<file path="src/rtl/core/uart16_pkg.sv">
`timescale 1ns / 1ps
// ----------------------------------------------------------------------------
// uart16_pkg
// Shared codes, register offsets, bit positions and transfer structs for the
// 16550-style register model.
// ----------------------------------------------------------------------------
package uart16_pkg;

	localparam logic [1:0] MODE_BUS_RD  = 2'd0;
	localparam logic [1:0] MODE_BUS_WR  = 2'd1;
	localparam logic [1:0] MODE_HOST_RX = 2'd2;

	localparam logic [2:0] OFF_DATA    = 3'd0;
	localparam logic [2:0] OFF_IER     = 3'd1;
	localparam logic [2:0] OFF_IIR_FCR = 3'd2;
	localparam logic [2:0] OFF_LCR     = 3'd3;
	localparam logic [2:0] OFF_MCR     = 3'd4;
	localparam logic [2:0] OFF_LSR     = 3'd5;
	localparam logic [2:0] OFF_MSR     = 3'd6;
	localparam logic [2:0] OFF_SCR     = 3'd7;

	localparam int LCR_DLAB_BIT   = 7;
	localparam int MCR_LOOP_BIT   = 4;
	localparam int FCR_CLR_RX_BIT = 1;
	localparam int IER_RDA_BIT    = 0;
	localparam int IER_THRE_BIT   = 1;

	localparam logic [3:0] IER_MASK       = 4'h0f;
	localparam logic [7:0] IIR_TYPE_BITS  = 8'hc0;
	localparam logic [7:0] IIR_NONE       = 8'h01;
	localparam logic [7:0] MSR_FIXED      = 8'hb0;
	localparam logic [7:0] LSR_TEMT_THRE  = 8'h60;
	localparam logic [7:0] MCR_RESET      = 8'h08;

	typedef struct packed {
		logic [1:0] mode;
		logic [2:0] reg_offset;
		logic [7:0] write_data;
		logic [7:0] rx_byte;
	} req_t;

	typedef struct packed {
		logic [7:0] read_data;
		logic       irq_level;
		logic       tx_valid;
		logic [7:0] tx_byte;
		logic       rx_accepted;
	} rsp_t;

endpackage

</file>
<file path="src/rtl/core/uart16_ram.sv">
`timescale 1ns / 1ps
// ----------------------------------------------------------------------------
// uart16_ram
// Generic single-write, single-read memory with registered read data.
// ----------------------------------------------------------------------------
module uart16_ram #(
	parameter int WIDTH = 8,
	parameter int DEPTH = 64
) (
	input  logic                     clk,
	input  logic                     we,
	input  logic [$clog2(DEPTH)-1:0] waddr,
	input  logic [WIDTH-1:0]         wdata,
	input  logic [$clog2(DEPTH)-1:0] raddr,
	output logic [WIDTH-1:0]         rdata
);

	logic [WIDTH-1:0] mem_q [DEPTH];

	always_ff @(posedge clk) begin
		if (we) begin
			mem_q[waddr] <= wdata;
		end
		rdata <= mem_q[raddr];
	end

endmodule

</file>
<file path="src/rtl/core/uart16_regfile.sv">
`timescale 1ns / 1ps
// ----------------------------------------------------------------------------
// uart16_regfile
// Register state, receive fifo and the combinational access update that
// produces one result per transfer.
// ----------------------------------------------------------------------------
module uart16_regfile #(
	parameter int RX_DEPTH = 64
) (
	input  logic              clk,
	input  logic              arst_n,
	input  logic              fire,
	input  uart16_pkg::req_t  req,
	output uart16_pkg::rsp_t  rsp
);
	import uart16_pkg::*;

	localparam int CNT_W  = $clog2(RX_DEPTH + 1);
	localparam int ADDR_W = $clog2(RX_DEPTH);
	localparam logic [CNT_W-1:0] DEPTH_C = CNT_W'(RX_DEPTH);
	localparam logic [CNT_W-1:0] ONE_C   = CNT_W'(1);

	logic [CNT_W-1:0] fill_q, fill_d, rd_q, rd_d, fill_inc, rd_inc;
	logic             burst_q, burst_d;
	logic             dr_q, dr_d;
	logic [7:0]       dll_q, dll_d, dlm_q, dlm_d;
	logic [3:0]       ier_q, ier_d;
	logic [7:0]       iir_q, iir_d;
	logic [7:0]       lcr_q, lcr_d, mcr_q, mcr_d, scr_q, scr_d;
	logic             irq_d;
	logic [7:0]       cause;
	logic [7:0]       lsr_cur;
	logic             dlab, loop, has_room, empty;
	logic             push;
	logic [7:0]       push_data;
	logic [ADDR_W-1:0] raddr;
	logic [7:0]       ram_rdata, fifo_rdata;
	logic             byp_q;
	logic [7:0]       byp_data_q;

	assign fill_inc   = fill_q + ONE_C;
	assign rd_inc     = rd_q + ONE_C;
	assign dlab       = lcr_q[LCR_DLAB_BIT];
	assign loop       = mcr_q[MCR_LOOP_BIT];
	assign has_room   = fill_q < DEPTH_C;
	assign empty      = !dr_q && (fill_q == '0);
	assign lsr_cur    = LSR_TEMT_THRE | {7'b0, dr_q};
	assign fifo_rdata = byp_q ? byp_data_q : ram_rdata;
	assign raddr      = rd_d[ADDR_W-1:0];

	always_comb begin
		fill_d    = fill_q;
		rd_d      = rd_q;
		burst_d   = burst_q;
		dr_d      = dr_q;
		dll_d     = dll_q;
		dlm_d     = dlm_q;
		ier_d     = ier_q;
		lcr_d     = lcr_q;
		mcr_d     = mcr_q;
		scr_d     = scr_q;
		push      = 1'b0;
		push_data = req.write_data;
		rsp       = '0;
		if (fire) begin
			case (req.mode)
				MODE_BUS_RD: begin
					burst_d = 1'b0;
					case (req.reg_offset)
						OFF_DATA: begin
							if (dlab) begin
								rsp.read_data = dll_q;
							end else if (rd_q < fill_q) begin
								rsp.read_data = fifo_rdata;
								if (rd_inc == fill_q) begin
									dr_d   = 1'b0;
									fill_d = '0;
									rd_d   = '0;
								end else begin
									rd_d = rd_inc;
								end
							end
						end
						OFF_IER:     rsp.read_data = dlab ? dlm_q : {4'b0, ier_q};
						OFF_IIR_FCR: rsp.read_data = iir_q | IIR_TYPE_BITS;
						OFF_LCR:     rsp.read_data = lcr_q;
						OFF_MCR:     rsp.read_data = mcr_q;
						OFF_LSR:     rsp.read_data = lsr_cur;
						OFF_MSR:     rsp.read_data = MSR_FIXED;
						default:     rsp.read_data = scr_q;
					endcase
				end
				MODE_BUS_WR: begin
					burst_d = 1'b0;
					case (req.reg_offset)
						OFF_DATA: begin
							if (dlab) begin
								dll_d = req.write_data;
							end else if (loop) begin
								push = has_room;
							end else begin
								rsp.tx_valid = 1'b1;
								rsp.tx_byte  = req.write_data;
							end
						end
						OFF_IER: begin
							if (dlab) begin
								dlm_d = req.write_data;
							end else begin
								ier_d = req.write_data[3:0] & IER_MASK;
							end
						end
						OFF_IIR_FCR: begin
							if (req.write_data[FCR_CLR_RX_BIT]) begin
								fill_d = '0;
								rd_d   = '0;
								dr_d   = 1'b0;
							end
						end
						OFF_LCR: lcr_d = req.write_data;
						OFF_MCR: mcr_d = req.write_data;
						OFF_SCR: scr_d = req.write_data;
						default: ;
					endcase
				end
				MODE_HOST_RX: begin
					push_data = req.rx_byte;
					if (!loop && (empty || burst_q) && has_room) begin
						push            = 1'b1;
						rsp.rx_accepted = 1'b1;
						burst_d         = fill_inc < DEPTH_C;
					end else begin
						burst_d = 1'b0;
					end
				end
				default: ;
			endcase
			if (push) begin
				fill_d = fill_inc;
				dr_d   = 1'b1;
			end
		end
		cause = {5'b0, ier_d[IER_RDA_BIT] & dr_d, ier_d[IER_THRE_BIT], 1'b0};
		iir_d = (cause != '0) ? cause : IIR_NONE;
		irq_d = cause != '0;
		rsp.irq_level = irq_d;
	end

	always_ff @(posedge clk or negedge arst_n) begin
		if (!arst_n) begin
			fill_q  <= '0;
			rd_q    <= '0;
			burst_q <= 1'b0;
			dr_q    <= 1'b0;
			dll_q   <= '0;
			dlm_q   <= '0;
			ier_q   <= '0;
			iir_q   <= IIR_NONE;
			lcr_q   <= '0;
			mcr_q   <= MCR_RESET;
			scr_q   <= '0;
			byp_q   <= 1'b0;
		end else begin
			fill_q  <= fill_d;
			rd_q    <= rd_d;
			burst_q <= burst_d;
			dr_q    <= dr_d;
			dll_q   <= dll_d;
			dlm_q   <= dlm_d;
			ier_q   <= ier_d;
			iir_q   <= iir_d;
			lcr_q   <= lcr_d;
			mcr_q   <= mcr_d;
			scr_q   <= scr_d;
			byp_q   <= push && (fill_q[ADDR_W-1:0] == raddr);
		end
	end

	// write-to-read forwarding for the entry read on the next transfer
	always_ff @(posedge clk) begin
		byp_data_q <= push_data;
	end

	uart16_ram #(
		.WIDTH (8),
		.DEPTH (RX_DEPTH)
	) u_rx_fifo (
		.clk   (clk),
		.we    (push),
		.waddr (fill_q[ADDR_W-1:0]),
		.wdata (push_data),
		.raddr (raddr),
		.rdata (ram_rdata)
	);

endmodule

</file>
<file path="src/rtl/core/uart_16550_register_model_core.sv">
`timescale 1ns / 1ps
// ----------------------------------------------------------------------------
// uart_16550_register_model_core
// 16550-style register file with divisor latches, interrupt logic and a
// receive fifo, driven by bus reads, bus writes and host receive bytes.
// ----------------------------------------------------------------------------
// usage
//   input channel: in_valid/in_stall with mode, reg_offset, write_data and
//   rx_byte; mode 0 reads, mode 1 writes, mode 2 offers a host byte
//   output channel: out_valid/out_stall with read_data, irq_level, tx_valid,
//   tx_byte and rx_accepted, one result per input transfer, in order
//   path: an item passes the input register, then the result register
//   throughput: 1 transfer per cycle while the receiver does not stall;
//   register and fifo state is updated in the same cycle an item leaves
//   the input register, and the fifo memory read for the next item is
//   started in that cycle with a forwarding path
//   reset: registers take their 16550 reset values, the fifo is empty and
//   both channels are idle; fifo contents are not cleared
//   receiver stall: the result is held; the input register keeps one more
//   item, after which in_stall rises until the result is taken
// ----------------------------------------------------------------------------
module uart_16550_register_model_core #(
	parameter int RX_DEPTH = 64
) (
	input  logic       clk,
	input  logic       arst_n,
	input  logic       in_valid,
	output logic       in_stall,
	input  logic [1:0] mode,
	input  logic [2:0] reg_offset,
	input  logic [7:0] write_data,
	input  logic [7:0] rx_byte,
	output logic       out_valid,
	input  logic       out_stall,
	output logic [7:0] read_data,
	output logic       irq_level,
	output logic       tx_valid,
	output logic [7:0] tx_byte,
	output logic       rx_accepted
);
	import uart16_pkg::*;

	logic valid_s1;
	req_t req_s1;
	rsp_t rsp;
	rsp_t rsp_q;
	logic out_valid_q;
	logic out_ready;
	logic fire;

	assign out_ready = !out_valid_q || !out_stall;
	assign fire      = valid_s1 && out_ready;
	assign in_stall  = valid_s1 && !out_ready;

	always_ff @(posedge clk or negedge arst_n) begin
		if (!arst_n) begin
			valid_s1    <= 1'b0;
			out_valid_q <= 1'b0;
		end else begin
			if (!in_stall) begin
				valid_s1 <= in_valid;
			end
			if (out_ready) begin
				out_valid_q <= fire;
			end
		end
	end

	always_ff @(posedge clk) begin
		if (in_valid && !in_stall) begin
			req_s1.mode       <= mode;
			req_s1.reg_offset <= reg_offset;
			req_s1.write_data <= write_data;
			req_s1.rx_byte    <= rx_byte;
		end
		if (fire) begin
			rsp_q <= rsp;
		end
	end

	uart16_regfile #(
		.RX_DEPTH (RX_DEPTH)
	) u_regfile (
		.clk    (clk),
		.arst_n (arst_n),
		.fire   (fire),
		.req    (req_s1),
		.rsp    (rsp)
	);

	assign out_valid   = out_valid_q;
	assign read_data   = rsp_q.read_data;
	assign irq_level   = rsp_q.irq_level;
	assign tx_valid    = rsp_q.tx_valid;
	assign tx_byte     = rsp_q.tx_byte;
	assign rx_accepted = rsp_q.rx_accepted;

	// transmit only from a data-register write, never with a receive
	a_tx_source: assert property (@(posedge clk) disable iff (!arst_n)
		fire && rsp.tx_valid |->
			req_s1.mode == MODE_BUS_WR && req_s1.reg_offset == OFF_DATA && !rsp.rx_accepted)
		else $error("transmit from unexpected access");

	a_rx_source: assert property (@(posedge clk) disable iff (!arst_n)
		fire && rsp.rx_accepted |-> req_s1.mode == MODE_HOST_RX)
		else $error("receive accept outside host offer");

	a_read_only: assert property (@(posedge clk) disable iff (!arst_n)
		fire && rsp.read_data != 8'h00 |-> req_s1.mode == MODE_BUS_RD)
		else $error("read data on non-read access");

	a_s1_hold: assert property (@(posedge clk) disable iff (!arst_n)
		valid_s1 && !fire |=> valid_s1 && $stable(req_s1))
		else $error("input stage lost a stalled item");

endmodule

</file>
<file path="config.mk">
export PLATFORM = sky130hd
export DESIGN_NAME = uart_16550_register_model_core
export DESIGN_NICKNAME = d
export VERILOG_FILES = /design/src/rtl/core/uart16_pkg.sv /design/src/rtl/core/uart16_ram.sv /design/src/rtl/core/uart16_regfile.sv /design/src/rtl/core/uart_16550_register_model_core.sv
export SDC_FILE = /design/constraint.sdc
export NUM_CORES = 1
export LEC_CHECK = 0
export BUFFER_PORTS_ARGS = -buffer_cell sky130_fd_sc_hd__buf_2
export CORE_MARGIN = 4
export CORE_UTILIZATION = 63
export DETAILED_ROUTE_END_ITERATION = 6
export PLACE_DENSITY = 0.81
export SYNTH_ARGS = -nofsm -noshare
export SYNTH_HDL_FRONTEND = slang
export SYNTH_SLANG_ARGS = --single-unit
</file>
<file path="constraint.sdc">
create_clock -name clk -period 4.5 [get_ports clk]
set_input_delay 0.225 -clock clk [delete_from_list [all_inputs] [get_ports clk]]
set_output_delay 0.225 -clock clk [all_outputs]
set_load 0.01 [all_outputs]
</file>
==> results of run 1 <==
## synthesized netlist by cell type (all sizes together), types with 7 or more instances
cell type,count,share of area
ha,15,0.0072
a2111oi,8,0.0027
a21oi,38,0.0074
a311oi,57,0.019
clkbuf,62,0.0089
a31oi,61,0.015
nor3,7,0.0013
nand3,164,0.032
xnor2,12,0.0043
a22oi,8,0.0023
o22ai,17,0.0041
and2,13,0.0031
buf,64,0.013
nor2,94,0.014
mux2i,8,0.0031
nand4,7,0.0017
a211o,9,0.0030
a211oi,58,0.017
o21ai,32,0.0063
dfrtp,63,0.060
inv,22,0.0032
edfxtp,552,0.63
a21boi,58,0.017
dfxtp,16,0.012
mux2,59,0.025
nand2,454,0.065
## final timing paths
kind / cells past startpoint / slack, ns / end
min reg2reg: 1 / 0.50 / u_regfile.scr_q[1]
max reg2reg: 13 / 0.07 / u_regfile.u_rx_fifo.rdata[3]
max in group asynchronous: 3 / 3.57 / u_regfile.fill_q[5]
min in group asynchronous: 3 / 0.34 / u_regfile.dlm_q[6]
max: 13 / 0.07 / u_regfile.u_rx_fifo.rdata[3]
min: 2 / 0.32 / req_s1[1]
## cell families after synthesis
group / count (synthesis) / synth area share
AND/OR/NAND/NOR: 767 / 0.124
flip-flops: 633 / 0.707
AO/OA/AOI/OAI: 378 / 0.103
buffers and inverters: 150 / 0.0251
multiplexers: 67 / 0.0284
XOR/XNOR: 15 / 0.00530
adder cells (fa/ha/maj): 15 / 0.00716
## flip-flops by register name (all words and copies together) (netlist names)
signal	cells
irq_level	1
out_valid	1
read_data	8
req_s1	21
rx_accepted	1
tx_byte	8
tx_valid	1
u_regfile.burst_q	1
u_regfile.byp_data_q	8
u_regfile.byp_q	1
u_regfile.dll_q	8
u_regfile.dlm_q	8
u_regfile.dr_q	1
u_regfile.fill_q	7
u_regfile.ier_q	3
u_regfile.iir_q	3
u_regfile.lcr_q	8
u_regfile.mcr_q	8
u_regfile.rd_q	7
u_regfile.scr_q	8
u_regfile.u_rx_fifo.mem_q	512
u_regfile.u_rx_fifo.rdata	8
valid_s1	1
## timing repair
item	in CTS	in global routing
endpoints found under the hold margin	86	0
setup endpoints to repair	0	3
gates resized for setup	0	5
setup buffers	0	0
hold buffers	25	0
## final cells by class
class | instances | area [um2]
Multi-Input combinational cell | 1242 | 7090
Inverter | 24 | 95.1
Sequential cell | 633 | 18500
Clock inverter | 27 | 231
Fill cell | 2470 | 11200
Tap cell | 532 | 666
Timing Repair Buffer | 199 | 1580
Clock buffer | 80 | 1630
## layer usage
metal | vias to the layer above | track usage
li1 | 7842 | -
met1 | 8876 | 0.418
met2 | 1267 | 0.478
met3 | 261 | 0.0568
met4 | 0 | 0.151
met5 | - | 0
## per-stage QoR
| stage | instance area (um2) | setup TNS, ns | power, mW | hold WS (ns) | setup WS [ns] |
|---|---|---|---|---|---|
| 2_1_floorplan | 26200 | 0 | 7.78 | -0.0706 | 1.06 |
| 3_3_place_gp | 27700 | 0 | 8.26 | 0.403 | 0.149 |
| 3_5_place_dp | 27700 | 0 | 8.31 | 0.403 | 0.163 |
| 4_1_cts | 29800 | 0 | 13.1 | 0.305 | 0.136 |
| 5_1_grt | 29800 | -0.0409 | 13.5 | 0.335 | -0.0359 |
| 6_report | 29800 | 0 | 13.1 | 0.324 | 0.0738 |
## cell usage in the layout, fill, tap and decap left out, types with 17 or more instances in the layout
master and n:
a211oi_1 58, buf_2 45, buf_4 118, inv_1 20, mux2_2 59, o22ai_1 17, a21boi_0 54, a311oi_1 57
a21oi_1 37, nor2_1 93, nand2_1 453, dlygate4sd3_1 25, dfrtp_1 63, clkbuf_16 62, edfxtp_1 552, nand3_1 162
a31oi_1 61, o21ai_0 30, clkbuf_1 17
## power by group
group / switching [mW] / internal (mW)
combinational: 1.07 / 0.509
clock: 2.13 / 2.71
sequential: 0.112 / 6.58
==> results.sh, run 1 <==
export IMPL_drt_iter0_markers=2546
export IMPL_gr_total_overflow=0
export IMPL_grt_pass1_vias=18100
export IMPL_period_minus_slack_ns=4.43
export IMPL_synth_seq_cells=633
export IMPL_synth_edf_count=552
export IMPL_fin_cells=2737
export IMPL_nNetsFinal=2200
export IMPL_report_final_hold_viol_count=0
export IMPL_wirelength_um=68500
export IMPL_grt_pass1_wl_um=105000
export IMPL_cp_start_kind="flip-flop"
export IMPL_worstMarginPinSlew_ns=1.22
export IMPL_synth_fp_nets=2065
export IMPL_relSlewSlack=0.189
export IMPL_cts_max_level=2
export IMPL_met3WireLength_um=7240
export IMPL_grt_usage=0.305
export IMPL_outcome="finished, violations left"
export IMPL_failed_checks="design-rule violations"
export IMPL_core_um2=41000
export IMPL_cts_buffers_inserted=60
export IMPL_synth_warning_count=0
export IMPL_period_share=0.984
export IMPL_cts_sinks=633
export IMPL_cp_startpoint="u_regfile.rd_q[0]"
export IMPL_maxUsedRoutingLayer="met4"
export IMPL_drv_slew=0
export IMPL_syn2layout_area_growth_pct=13.7
export IMPL_synth_cells=2025
export IMPL_drt_drc_violations_left=12
export IMPL_hpwl_um=41000
export IMPL_diodes=0
export IMPL_wl_met2_um=32000
export IMPL_syn_avg_cell_area_um2=12.9
export IMPL_root_buffer="clkbuf_16"
export IMPL_hp_start="rx_byte[1]"
export IMPL_ir_worst_vdd_uv=394
export IMPL_fmax_mhz=226
export IMPL_m1WireLength_um=25600
export IMPL_portBuffers=45
export IMPL_grt_max_degree=127
export IMPL_first_pass_iters=7
export IMPL_synth_flop_cell="edfxtp_1"
export IMPL_ios=46
export IMPL_ant_nets=0
export IMPL_wl_per_cell_um=25.0
export IMPL_fp_dieArea_um2=44900
export IMPL_place_gp_congestion=0.927
export IMPL_setup_viol=0
export IMPL_clkTransAtPathRegs_ns=0.07
export IMPL_max_cap_viol_count=0
export IMPL_placed_cells=2605
export IMPL_yosysUniqueCellTypes=71
export IMPL_synthArstFlopShare=0.103
export IMPL_path_delay_family="compound AO/OA/AOI/OAI gates"
export IMPL_antenna_found_initial=0
export IMPL_arrival_ns=4.99
export IMPL_required_ns=5.06
export IMPL_p_leak_nw=10.6
export IMPL_row_count=74
export IMPL_critical_path_class="reg2reg"
export IMPL_slowest_stage="dfrtp_1"
export IMPL_dieWidth_um=212
export IMPL_die_h_um=212
export IMPL_start_util=0.639
export IMPL_viasPerCell=6.67
export IMPL_slowest_delay_ns=0.56
export IMPL_end_kind="flip-flop"
export IMPL_syn_area_um2=26200
export IMPL_fin_util=0.727
export IMPL_vias=18200
export IMPL_path_cells="ha_1 -> nand3_2 -> or3_1 -> xor2_1 -> o31ai_4 -> and2_4 -> buf_12 -> buf_12 -> a211oi_1 -> a311oi_1 -> a31oi_1 -> a22oi_1 -> a211o_1"
export IMPL_layout_drive_gt1_share=0.153
export IMPL_fin_skew_ns=0.0152
export IMPL_r2r_start="u_regfile.rd_q[0]"
export IMPL_clock_path_buffers=3
export IMPL_hp_class="in2reg"
export IMPL_ys_seq_area_frac=0.707
export IMPL_worstPathMaxFanout=75
export IMPL_cts_tree="yes"
export IMPL_clock_latency_ns=0.62
export IMPL_cpMostUsedCell="buf_12"
export IMPL_p_per_area_nw_per_um2=440
export IMPL_crit_buf_inv=2
Power figures use the tool's default switching activity.
==> inputs of run 2 (changes only) <==
Settings changed: CORE_MARGIN 4 to 2.
==> run 2 against run 1 <==
Effect of this change:
- the flow now finishes without violations
- fmax increased by 2.2%
- global-route usage grew 0.74 points
- first-iteration DRC count is 9.7% lower
- clock skew is 0.011 ns higher
- register-to-register slack better by 0.09 ns
- power is 3.1% higher
- design area increased by 0.47%
- sequential share of layout area decreased by 0.29 points
- combinational power hardly changed
- wire length is 1.3% lower
- largest power group unchanged
==> results.sh, run 2 (synthesis results as in run 1) <==
export IMPL_outcome="finished clean"
export IMPL_grt_pass1_wl_um=103000
export IMPL_root_buffer="clkbuf_16"
export IMPL_max_cap_viol_count=0
export IMPL_grt_usage=0.313
export IMPL_cts_tree="yes"
export IMPL_cp_start_kind="flip-flop"
export IMPL_power_mw=13.5
export IMPL_clkTransAtPathRegs_ns=0.06
export IMPL_nNetsFinal=2190
export IMPL_antenna_found_initial=0
export IMPL_postCtsSetupRepairBufs=0
export IMPL_arrival_ns=4.85
export IMPL_clock_latency_ns=0.64
export IMPL_period_share=0.963
export IMPL_dieWidth_um=208
export IMPL_worstMarginPinSlew_ns=0.946
export IMPL_layout_drive_gt1_share=0.154
export IMPL_place_area_um2=27600
export IMPL_rsz0062_at_grt="false"
export IMPL_hpwl_um=39800
export IMPL_p_leak_nw=10.7
export IMPL_row_count=74
export IMPL_die_h_um=208
export IMPL_wirelength_um=67700
export IMPL_viasPerCell=6.58
export IMPL_start_util=0.641
export IMPL_gr_total_overflow=0
export IMPL_hp_class="in2async"
export IMPL_dpl_worst_slack_ns=0.219
export IMPL_period_minus_slack_ns=4.33
export IMPL_fp_dieArea_um2=43300
export IMPL_setup_viol=0
export IMPL_grt_max_degree=84
export IMPL_largestRegisters="u_regfile.u_rx_fifo.mem_q: 512 flops, req_s1: 21 flops"
export IMPL_ios=46
export IMPL_drv_slew=0
export IMPL_cts_max_level=2
export IMPL_final_common_cell="edfxtp_1"
export IMPL_wl_per_cell_um=24.7
export IMPL_placed_cells=2593
export IMPL_cts_sinks=633
export IMPL_relSlewSlack=0.367
export IMPL_worstPathMaxFanout=56
export IMPL_setup_ws_ns=0.167
export IMPL_first_pass_iters=7
export IMPL_required_ns=5.02
export IMPL_syn2layout_area_growth_pct=14.3
export IMPL_p_per_area_nw_per_um2=451
export IMPL_critical_path_class="reg2reg"
export IMPL_vias=18000
export IMPL_fin_skew_ns=0.0264
export IMPL_report_final_hold_viol_count=0
export IMPL_finish_instance_area_um2=30000
export IMPL_cts_buffers_inserted=61
export IMPL_fmax_mhz=231
export IMPL_grt_pass1_vias=17700
export IMPL_ant_nets=0
export IMPL_ir_worst_vdd_uv=417
export IMPL_end_kind="flip-flop"
export IMPL_place_gp_congestion=0.955
export IMPL_drt_drc_violations_left=0
export IMPL_regMostFlops="u_regfile.u_rx_fifo.mem_q"
export IMPL_fin_setup_tns_ns=0
export IMPL_final_cell_mix="552 x edfxtp_1, 453 x nand2_1, 162 x nand3_1"
export IMPL_largest_reg_flops=512
export IMPL_drt_iter0_markers=2299
export IMPL_fin_cells=2734
export IMPL_portBuffers=45
export IMPL_core_um2=40900
export IMPL_worst_r2r_path_depth=13
export IMPL_clock_path_buffers=3
[run 2: changes by cell type in the layout (fill, tap and decap cells not counted), sizes merged]
cell | before | now
clkbuf | 80 | 83
clkinvlp | 4 | 3
dlygate4sd3 | 25 | 26
clkinv | 21 | 22
diode | 0 | 1
buf | 174 | 162
bufinv | 3 | 7
[run 2: worst paths after layout]
check / to / from / slack [ns]
setup reg to reg: u_regfile.u_rx_fifo.rdata[3] / u_regfile.rd_q[0] / 0.17
min in group clk: req_s1[8] / write_data[0] / 0.30
max in group asynchronous: u_regfile.dlm_q[6] / arst_n / 3.52
setup / recovery: u_regfile.u_rx_fifo.rdata[3] / u_regfile.rd_q[0] / 0.17
hold / removal: u_regfile.lcr_q[3] / arst_n / 0.30
hold reg to reg: u_regfile.mcr_q[7] / u_regfile.mcr_q[7] / 0.50
[run 2: where the power goes]
part	leakage, nW	total, mW	internal [mW]	switching [mW]
sequential	5.99	6.70	6.58	0.120
clock	1.01	5.24	3.08	2.15
combinational	3.69	1.58	0.516	1.06
total	10.7	13.5	10.2	3.33
[run 2: layout make-up]
class,count,area (um2)
sequential,633,18500
fill,2503,11000
multi-input combinational,1242,7110
clock buffer,83,1730
timing repair buffer,188,1490
tap,532,666
clock inverter,31,333
inverter,24,95.1
antenna,1,2.50
[run 2: worst max-delay path, stage by stage, from the launching register on]
cell,delay (ns)
dfrtp_1,0.50
ha_1,0.29
nand3_2,0.12
or3_1,0.44
xor2_1,0.26
o31ai_4,0.30
buf_4,0.53
a21boi_0,0.22
a211oi_1,0.37
a311oi_1,0.11
a31oi_1,0.38
a2111oi_0,0.21
buf_4,0.21
a211o_1,0.26
[run 2: timing repair]
item	in CTS	in global routing
hold endpoints to repair	57	0
endpoints found under the setup margin	0	6
hold buffers	26	0
resized for setup	0	9
[run 2: metrics by stage]
step / hold slack, ns / utilization
after floorplan: -0.0706 / -
after global placement: 0.101 / 0.674
final: 0.296 / 0.732
after global routing: 0.298 / 0.732
after detailed placement: 0.108 / 0.674
after CTS: 0.281 / 0.731
[run 2: per-layer routing]
layer,track usage,vias up,part of all wire,wire (um)
met1,0.412,8822,0.37,25000
met5,0,-,0,0
li1,-,7828,-,-
met2,0.499,1151,0.48,32300
met4,0.154,0,0.047,3160
met3,0.0678,190,0.11,7170
